==> src/hdl/qse_pkg.sv <==
// Shared types and constants of the quicksort engine.
`default_nettype none

package qse_pkg;

    localparam int MAX_ITEMS_DEFAULT = 64;
    localparam int VALUE_W           = 32;

    typedef struct packed {
        logic signed [VALUE_W-1:0] in_value;
        logic                      in_last;
    } in_word_t;

    typedef struct packed {
        logic signed [VALUE_W-1:0] out_value;
        logic                      out_last;
        logic                      overflow;
    } out_word_t;

endpackage

`default_nettype wire

==> src/hdl/qse_ram.sv <==
// Generic single-write, single-read RAM with a registered read port.
`default_nettype none

module qse_ram #(
    parameter int WIDTH = 32,
    parameter int DEPTH = 64
) (
    input  wire logic                     clk,
    input  wire logic                     we,
    input  wire logic [$clog2(DEPTH)-1:0] waddr,
    input  wire logic [WIDTH-1:0]         wdata,
    input  wire logic [$clog2(DEPTH)-1:0] raddr,
    output logic      [WIDTH-1:0]         rdata
);

    logic [WIDTH-1:0] mem [DEPTH];

    always_ff @(posedge clk)
    begin
        if (we)
        begin
            mem[waddr] <= wdata;
        end
        rdata <= mem[raddr];
    end

endmodule

`default_nettype wire

==> src/hdl/qse_sorter.sv <==
// Hoare partition sequencer with its range stack, working on the value store.
`default_nettype none

module qse_sorter #(
    parameter int MAX_ITEMS = qse_pkg::MAX_ITEMS_DEFAULT
) (
    input  wire logic                             clk,
    input  wire logic                             rst_n,
    input  wire logic                             start,
    input  wire logic [$clog2(MAX_ITEMS):0]       count,
    output logic                                  done,
    output logic                                  st_we,
    output logic      [$clog2(MAX_ITEMS)-1:0]     st_waddr,
    output logic      [qse_pkg::VALUE_W-1:0]      st_wdata,
    output logic      [$clog2(MAX_ITEMS)-1:0]     st_raddr,
    input  wire logic [qse_pkg::VALUE_W-1:0]      st_rdata
);

    import qse_pkg::*;

    localparam int IDX_W = $clog2(MAX_ITEMS);
    localparam int CNT_W = IDX_W + 1;
    localparam int POS_W = IDX_W + 2;
    localparam int STK_W = 2 * IDX_W;

    typedef logic signed [POS_W-1:0] pos_t;

    typedef enum logic [2:0] {
        S_IDLE,
        S_RANGE,
        S_POP,
        S_PIVOT,
        S_LSCAN,
        S_RSCAN,
        S_SWAP,
        S_SPLIT
    } state_t;

    state_t             state_reg, state_next;
    pos_t               lo_reg, lo_next;
    pos_t               hi_reg, hi_next;
    pos_t               l_reg, l_next;
    pos_t               r_reg, r_next;
    logic [VALUE_W-1:0] pivot_reg, pivot_next;
    logic [VALUE_W-1:0] val_l_reg, val_l_next;
    logic [CNT_W-1:0]   sp_reg, sp_next;

    logic               stk_we;
    logic [IDX_W-1:0]   stk_waddr;
    logic [STK_W-1:0]   stk_wdata;
    logic [IDX_W-1:0]   stk_raddr;
    logic [STK_W-1:0]   stk_rdata;

    pos_t               l_inc, r_dec, span, left_len, right_len;
    logic [CNT_W-1:0]   sp_dec;

    assign l_inc     = l_reg + pos_t'(1);
    assign r_dec     = r_reg - pos_t'(1);
    assign span      = hi_reg - lo_reg;
    assign left_len  = r_reg - lo_reg;
    assign right_len = hi_reg - l_reg;
    assign sp_dec    = sp_reg - CNT_W'(1);

    qse_ram #(
        .WIDTH (STK_W),
        .DEPTH (MAX_ITEMS)
    ) u_stack (
        .clk   (clk),
        .we    (stk_we),
        .waddr (stk_waddr),
        .wdata (stk_wdata),
        .raddr (stk_raddr),
        .rdata (stk_rdata)
    );

    always_comb
    begin
        state_next = state_reg;
        lo_next    = lo_reg;
        hi_next    = hi_reg;
        l_next     = l_reg;
        r_next     = r_reg;
        pivot_next = pivot_reg;
        val_l_next = val_l_reg;
        sp_next    = sp_reg;
        done       = 1'b0;
        st_we      = 1'b0;
        st_waddr   = l_reg[IDX_W-1:0];
        st_wdata   = st_rdata;
        st_raddr   = l_reg[IDX_W-1:0];
        stk_we     = 1'b0;
        stk_waddr  = sp_reg[IDX_W-1:0];
        stk_wdata  = {l_reg[IDX_W-1:0], hi_reg[IDX_W-1:0]};
        stk_raddr  = sp_dec[IDX_W-1:0];

        case (state_reg)
            S_IDLE:
            begin
                if (start)
                begin
                    lo_next    = '0;
                    hi_next    = pos_t'({1'b0, count}) - pos_t'(1);
                    sp_next    = '0;
                    state_next = S_RANGE;
                end
            end
            S_RANGE:
            begin
                if (span > pos_t'(0))
                begin
                    st_raddr   = hi_reg[IDX_W-1:0];
                    state_next = S_PIVOT;
                end
                else if (sp_reg != '0)
                begin
                    sp_next    = sp_dec;
                    state_next = S_POP;
                end
                else
                begin
                    done       = 1'b1;
                    state_next = S_IDLE;
                end
            end
            S_POP:
            begin
                lo_next    = pos_t'({2'b00, stk_rdata[STK_W-1:IDX_W]});
                hi_next    = pos_t'({2'b00, stk_rdata[IDX_W-1:0]});
                state_next = S_RANGE;
            end
            S_PIVOT:
            begin
                pivot_next = st_rdata;
                l_next     = lo_reg;
                r_next     = hi_reg;
                st_raddr   = lo_reg[IDX_W-1:0];
                state_next = S_LSCAN;
            end
            S_LSCAN:
            begin
                if ((l_reg < hi_reg) && ($signed(st_rdata) < $signed(pivot_reg)))
                begin
                    l_next   = l_inc;
                    st_raddr = l_inc[IDX_W-1:0];
                end
                else
                begin
                    val_l_next = st_rdata;
                    st_raddr   = r_reg[IDX_W-1:0];
                    state_next = S_RSCAN;
                end
            end
            S_RSCAN:
            begin
                if ((r_reg > lo_reg) && ($signed(pivot_reg) < $signed(st_rdata)))
                begin
                    r_next   = r_dec;
                    st_raddr = r_dec[IDX_W-1:0];
                end
                else if (l_reg <= r_reg)
                begin
                    // First half of the exchange: the right value goes left.
                    st_we      = 1'b1;
                    st_waddr   = l_reg[IDX_W-1:0];
                    st_wdata   = st_rdata;
                    state_next = S_SWAP;
                end
                else
                begin
                    state_next = S_SPLIT;
                end
            end
            S_SWAP:
            begin
                st_we    = 1'b1;
                st_waddr = r_reg[IDX_W-1:0];
                st_wdata = val_l_reg;
                l_next   = l_inc;
                r_next   = r_dec;
                st_raddr = l_inc[IDX_W-1:0];
                if (l_inc <= r_dec)
                begin
                    state_next = S_LSCAN;
                end
                else
                begin
                    state_next = S_SPLIT;
                end
            end
            S_SPLIT:
            begin
                // The larger part is pushed, the smaller one is handled next.
                if (left_len < right_len)
                begin
                    if ((right_len > pos_t'(0)) && (sp_reg < CNT_W'(MAX_ITEMS)))
                    begin
                        stk_we    = 1'b1;
                        stk_wdata = {l_reg[IDX_W-1:0], hi_reg[IDX_W-1:0]};
                        sp_next   = sp_reg + CNT_W'(1);
                    end
                    hi_next = r_reg;
                end
                else
                begin
                    if ((left_len > pos_t'(0)) && (sp_reg < CNT_W'(MAX_ITEMS)))
                    begin
                        stk_we    = 1'b1;
                        stk_wdata = {lo_reg[IDX_W-1:0], r_reg[IDX_W-1:0]};
                        sp_next   = sp_reg + CNT_W'(1);
                    end
                    lo_next = l_reg;
                end
                state_next = S_RANGE;
            end
            default:
            begin
                state_next = S_IDLE;
            end
        endcase
    end

    always_ff @(posedge clk or negedge rst_n)
    begin
        if (!rst_n)
        begin
            state_reg <= S_IDLE;
            sp_reg    <= '0;
        end
        else
        begin
            state_reg <= state_next;
            sp_reg    <= sp_next;
        end
    end

    always_ff @(posedge clk)
    begin
        lo_reg    <= lo_next;
        hi_reg    <= hi_next;
        l_reg     <= l_next;
        r_reg     <= r_next;
        pivot_reg <= pivot_next;
        val_l_reg <= val_l_next;
    end

endmodule

`default_nettype wire

==> src/hdl/quicksort_engine_unit.sv <==
// Top level of the quicksort engine: loading, sort control and result output.
// Loading: words are taken while the block is in its load phase; the sort then
// runs in place, its pace bounded by the single read port of the value store.
// Output: each word is read from the store, then captured; result_stall holds it.
// Reset: rst_n clears the control state asynchronously; store contents are kept.
`default_nettype none

module quicksort_engine_unit #(
    parameter int MAX_ITEMS = qse_pkg::MAX_ITEMS_DEFAULT
) (
    input  wire logic               clk,
    input  wire logic               rst_n,
    input  wire logic               load_valid,
    output logic                    load_stall,
    input  wire qse_pkg::in_word_t  load_word,
    output logic                    result_valid,
    input  wire logic               result_stall,
    output qse_pkg::out_word_t      result_word
);

    import qse_pkg::*;

    localparam int IDX_W = $clog2(MAX_ITEMS);
    localparam int CNT_W = IDX_W + 1;

    // The block cycles through loading, sorting in place, and reading out.
    // Input words are refused while a set is being sorted or read out.
    typedef enum logic [1:0] {
        ST_LOAD,
        ST_SORT,
        ST_OUT_RD,
        ST_OUT_CAP
    } state_t;

    state_t           state_reg, state_next;
    logic [CNT_W-1:0] count_reg, count_next;
    logic             ovf_reg, ovf_next;
    logic [IDX_W-1:0] k_reg, k_next;
    logic             start_reg, start_next;
    logic             res_valid_reg, res_valid_next;
    out_word_t        res_word_reg, res_word_next;

    logic             load_accept;
    logic             store_room;
    logic             is_final;

    // Value store port, shared between the loader, the sorter and the readout.
    logic               store_we;
    logic [IDX_W-1:0]   store_waddr;
    logic [VALUE_W-1:0] store_wdata;
    logic [IDX_W-1:0]   store_raddr;
    logic [VALUE_W-1:0] store_rdata;

    logic               sort_done;
    logic               srt_we;
    logic [IDX_W-1:0]   srt_waddr;
    logic [VALUE_W-1:0] srt_wdata;
    logic [IDX_W-1:0]   srt_raddr;

    assign load_stall   = (state_reg != ST_LOAD);
    assign load_accept  = load_valid && !load_stall;
    assign store_room   = (count_reg < CNT_W'(MAX_ITEMS));
    assign is_final     = ({1'b0, k_reg} == (count_reg - CNT_W'(1)));
    assign result_valid = res_valid_reg;
    assign result_word  = res_word_reg;

    qse_ram #(
        .WIDTH (VALUE_W),
        .DEPTH (MAX_ITEMS)
    ) u_store (
        .clk   (clk),
        .we    (store_we),
        .waddr (store_waddr),
        .wdata (store_wdata),
        .raddr (store_raddr),
        .rdata (store_rdata)
    );

    qse_sorter #(
        .MAX_ITEMS (MAX_ITEMS)
    ) u_sorter (
        .clk      (clk),
        .rst_n    (rst_n),
        .start    (start_reg),
        .count    (count_reg),
        .done     (sort_done),
        .st_we    (srt_we),
        .st_waddr (srt_waddr),
        .st_wdata (srt_wdata),
        .st_raddr (srt_raddr),
        .st_rdata (store_rdata)
    );

    // The sorter owns the store port while sorting; otherwise the loader
    // writes at the fill count and the readout reads at its own index.
    always_comb
    begin
        if (state_reg == ST_SORT)
        begin
            store_we    = srt_we;
            store_waddr = srt_waddr;
            store_wdata = srt_wdata;
            store_raddr = srt_raddr;
        end
        else
        begin
            store_we    = load_accept && store_room;
            store_waddr = count_reg[IDX_W-1:0];
            store_wdata = load_word.in_value;
            store_raddr = k_reg;
        end
    end

    always_comb
    begin
        state_next     = state_reg;
        count_next     = count_reg;
        ovf_next       = ovf_reg;
        k_next         = k_reg;
        start_next     = 1'b0;
        res_valid_next = res_valid_reg && result_stall;
        res_word_next  = res_word_reg;

        case (state_reg)
            ST_LOAD:
            begin
                if (load_accept)
                begin
                    // A word that finds the store full is dropped and flagged.
                    if (store_room)
                    begin
                        count_next = count_reg + CNT_W'(1);
                    end
                    else
                    begin
                        ovf_next = 1'b1;
                    end
                    if (load_word.in_last)
                    begin
                        start_next = 1'b1;
                        state_next = ST_SORT;
                    end
                end
            end
            ST_SORT:
            begin
                if (sort_done)
                begin
                    k_next     = '0;
                    state_next = ST_OUT_RD;
                end
            end
            ST_OUT_RD:
            begin
                // Issue the read only once the output register is free
                // by the time the data comes back.
                if (!res_valid_reg || !result_stall)
                begin
                    state_next = ST_OUT_CAP;
                end
            end
            ST_OUT_CAP:
            begin
                res_valid_next          = 1'b1;
                res_word_next.out_value = store_rdata;
                res_word_next.out_last  = is_final;
                res_word_next.overflow  = ovf_reg;
                if (is_final)
                begin
                    // The set is done; the last word may still wait in the
                    // output register while the next set loads.
                    count_next = '0;
                    ovf_next   = 1'b0;
                    state_next = ST_LOAD;
                end
                else
                begin
                    k_next     = k_reg + IDX_W'(1);
                    state_next = ST_OUT_RD;
                end
            end
            default:
            begin
                state_next = ST_LOAD;
            end
        endcase
    end

    always_ff @(posedge clk or negedge rst_n)
    begin
        if (!rst_n)
        begin
            state_reg     <= ST_LOAD;
            count_reg     <= '0;
            ovf_reg       <= 1'b0;
            k_reg         <= '0;
            start_reg     <= 1'b0;
            res_valid_reg <= 1'b0;
        end
        else
        begin
            state_reg     <= state_next;
            count_reg     <= count_next;
            ovf_reg       <= ovf_next;
            k_reg         <= k_next;
            start_reg     <= start_next;
            res_valid_reg <= res_valid_next;
        end
    end

    always_ff @(posedge clk)
    begin
        res_word_reg <= res_word_next;
    end

    // A new result word appears only right after a store read was captured.
    assert property (@(posedge clk) disable iff (!rst_n)
        $rose(result_valid) |-> $past(state_reg == ST_OUT_CAP))
        else $error("result word raised outside the capture step");

    // The sorter reports completion only while the top level waits for it.
    assert property (@(posedge clk) disable iff (!rst_n)
        sort_done |-> (state_reg == ST_SORT))
        else $error("sort completion outside the sort phase");

    // The fill count never exceeds the store capacity.
    assert property (@(posedge clk) disable iff (!rst_n)
        count_reg <= CNT_W'(MAX_ITEMS))
        else $error("fill count beyond capacity");

    // The store is never written while it is being read out.
    assert property (@(posedge clk) disable iff (!rst_n)
        store_we |-> ((state_reg == ST_LOAD) || (state_reg == ST_SORT)))
        else $error("store written during readout");

endmodule

`default_nettype wire
==> config.mk <==
export PLATFORM = sky130hd
export DESIGN_NAME = quicksort_engine_unit
export DESIGN_NICKNAME = d
export VERILOG_FILES = /design/src/hdl/qse_pkg.sv /design/src/hdl/qse_ram.sv /design/src/hdl/qse_sorter.sv /design/src/hdl/quicksort_engine_unit.sv
export SDC_FILE = /design/constraint.sdc
export NUM_CORES = 2
export LEC_CHECK = 0
export BUFFER_PORTS_ARGS = -buffer_cell sky130_fd_sc_hd__buf_2
export CORE_UTILIZATION = 56
export CTS_CLUSTER_SIZE = 24
export DETAILED_ROUTE_END_ITERATION = 6
export PLACE_DENSITY = 0.76
export REMOVE_ABC_BUFFERS = 1
export SETUP_SLACK_MARGIN = 0.3
export SYNTH_ARGS = -nofsm -noshare
export SYNTH_HDL_FRONTEND = slang
export SYNTH_SLANG_ARGS = --single-unit
==> constraint.sdc <==
create_clock -name clk -period 11.6 [get_ports clk]
set_input_delay 2.32 -clock clk [delete_from_list [all_inputs] [get_ports clk]]
set_output_delay 2.32 -clock clk [all_outputs]
set_load 0.005 [all_outputs]
==> impl_metrics.json <==
{
  "synth-compound-area-share_pct": 11.1,
  "rr_endpoint": "u_store.rdata[29]",
  "track_usage_pct": 32.2,
  "viasPerCell": 7.00,
  "gp_congestion": 0.948,
  "synth.area.top_cells": "edfxtp_1 (73%), mux4_2 (4.7%), nand2_1 (3.6%), a21oi_1 (2.7%), a22o_1 (1.9%)",
  "dpl.hpwl_um": 187000,
  "start_util_pct": 56.4,
  "cts_buffer_depth": 4,
  "slew-limit-headroom_pct": 5.21,
  "setup_viol": 0,
  "slowest_stage": "a41o_4",
  "grtUsageMet2_pct": 47.3,
  "synth_top_family_by_area": "compound AO/OA/AOI/OAI gates",
  "final_nets": 8036,
  "htreeDepth": 5,
  "die_area_um2": 218000,
  "violations": "design-rule violations",
  "netlist_area_um2": 121000,
  "numCtsBuffers": 311,
  "cts_tree": "done",
  "grt_util_met1_pct": 43.8,
  "synthSimpleGateAreaFrac_pct": 6.27,
  "synthTopCellsByCount": "edfxtp_1 (2946), nand2_1 (1159), a21oi_1 (658), a31oi_1 (313), clkbuf_1 (303)",
  "cp-end-kind": "flop",
  "syn_area_per_cell_um2": 15.4,
  "via_count": 77000,
  "path_cells": "ha_1 > nand4_2 > nor3_2 > a22oi_1 > a21boi_2 > o311ai_2 > a2bb2oi_1 > a41o_4 > buf_4 > buf_4 > a31oi_1 > a32o_1 > a22oi_1 > nand4_1 > nor4_1",
  "fmax_ghz": 0.127,
  "synth_cell_type_count": 81,
  "synth-seq-cells": 3018,
  "grt_first_pass_wirelength_um": 506000,
  "ys_seq_area_share_pct": 74.4,
  "rsz0062_at_grt": "false",
  "fin_crit_ns": 7.89,
  "yosys-mux-area-fraction_pct": 4.76,
  "grt-ovfl-total": 0,
  "worst_slew_pin_slew_ns": 1.42,
  "finClkSkew_ns": 0.0691,
  "grt_max_degree": 210,
  "largest-register": "u_store.mem",
  "cp.arrival_ns": 8.66,
  "root_buffer": "clkbuf_16",
  "hold-path-endpoint": "result_word[0]",
  "grt_pass1_vias": 73800,
  "drt-initial-drc-count": 14200,
  "final_hold_viol_count": 0,
  "post_cts_resized": 0,
  "setup_tns_ns": 0,
  "drc": 22,
  "wirelength_um": 355000,
  "holdPathStages": 0,
  "wl_per_cell_um": 32.3,
  "synth_edf_count": 2946,
  "async_flop_share_pct": 0.928,
  "grtUsageMet3_pct": 9.22,
  "ys.flop_type": "edfxtp_1",
  "top_usage_layer": "met2",
  "area_growth_pct": 12.0,
  "cap_viol_max_count": 0,
  "drtAntennaViolNets": 0,
  "io_pins": 73,
  "crit_fanout": 54,
  "critPathLaunchType": "flop",
  "first_pass_iters": 7,
  "synth.most_common_cell": "edfxtp_1",
  "clkTransAtPathRegs_ns": 0.06,
  "antenna_found_initial": 24,
  "die_x_um": 467,
  "die_h_um": 467,
  "r2r_start": "u_store.rdata[28]",
  "drive_above_1_share_pct": 15.2,
  "hold_buffers": 0,
  "clock_latency_ns": 0.98,
  "syn_inst": 7852,
  "coreArea_um2": 215000,
  "critPathMaxStageDelay_ns": 0.91,
  "rows": 170,
  "hold_path.class": "reg2reg",
  "cp.required_ns": 12.37,
  "status": "complete, but fails checks",
  "r2r_slack_ns": 3.71,
  "synth_fa_ha_area_share_pct": 0.938,
  "r2r_cells": 15,
  "path_class": "reg2reg",
  "synthXorXnorAreaFrac_pct": 0.326,
  "yosys_warnings": 0,
  "synth_top_area_share_pct": 73.1,
  "cts.sink_count": 3018,
  "largest_reg_flops": 2048,
  "cts_setup_buffers": 0,
  "slew_violations": 0,
  "min_period_over_period_pct": 68.0,
  "hp-start": "ovf_reg",
  "port_buffers": 72,
  "yosys.area.top_type": "edfxtp_1"
}
-- cell usage in the layout, fill, tap and decap left out, drive strengths merged, types with 48 or more instances in the layout --
master / synthesis / routed
a21oi: 659 / 659
a22o: 262 / 262
a22oi: 232 / 232
a31o: 84 / 84
a31oi: 313 / 313
a32o: 120 / 120
buf: 251 / 299
clkbuf: 303 / 393
clkinv: 0 / 106
edfxtp: 2946 / 2946
ha: 86 / 86
inv: 88 / 95
mux4: 252 / 252
nand2: 1159 / 1159
nand3: 213 / 213
nand4: 48 / 48
nor2: 262 / 262
o21ai: 106 / 106
-- worst max-delay path: cells and delay by family, from the launching register on --
family	cells	cell delay [ns]
and+or+nand+nor	4	1.55
buffers and inverters	2	1.27
AOI/OAI and AO/OA	8	3.75
DFF	1	0.73
adders and majority gates	1	0.37
-- cells by family (layout without fill, tap and decap cells) --
kind of cell / Yosys count / count (layout)
compound gates: 1976 / 1976
flops: 3018 / 3018
buf+inv: 642 / 933
simple gates: 1822 / 1822
mux: 260 / 260
fa+ha+maj: 89 / 89
other cells: 0 / 9
xor+xnor: 45 / 45
-- worst max path at each step --
| stage | slack (ns) | start | end | depth (start not counted) |
|---|---|---|---|---|
| global placement | 4.12 | u_store.rdata[1] | u_store.rdata[8] | 16 |
| CTS | 4.05 | u_sorter.r_reg[0] | u_store.rdata[29] | 16 |
| global route | 3.90 | u_store.rdata[28] | u_store.rdata[29] | 15 |
| finish | 3.71 | u_store.rdata[28] | u_store.rdata[29] | 15 |
| detailed placement | 4.05 | u_sorter.r_reg[0] | u_store.rdata[29] | 16 |
| floorplan | -42.95 | k_reg[0] | u_store.rdata[30] | 7 |
-- per-layer routing --
layer,vias to the layer above,routed length (µm)
met5,-,146
met4,22,21000
met3,1187,52800
met2,6471,157000
met1,38300,124000
li1,31000,-
-- stage by stage --
stage / utilization, % / setup slack [ns] / hold slack (ns) / area (µm²) / cells
floorplan: - / -42.95 / 0.425 / 119000 / 7298
global placement: 58.6 / 4.12 / 0.432 / 126000 / 10400
detailed placement: 58.6 / 4.05 / 0.446 / 126000 / 10400
CTS: 63.2 / 4.05 / 0.464 / 136000 / 11000
global route: 63.2 / 3.90 / 0.476 / 136000 / 11000
finish: 63.2 / 3.71 / 0.458 / 136000 / 11000
-- area by class of cell --
| class | instances | area, µm² |
|---|---|---|
| flip-flops and latches | 3018 | 90100 |
| repair buffers | 299 | 2230 |
| clock inverters | 153 | 1430 |
| clock buffers | 393 | 8390 |
| inverters | 88 | 330 |
| well taps | 2838 | 3550 |
| multi-input cells | 4192 | 29600 |
| diodes | 9 | 22.5 |
| fillers | 14400 | 79000 |
Power is not shown: default switching activity piles up to over one toggle a cycle in this logic, so the estimate is an artifact.
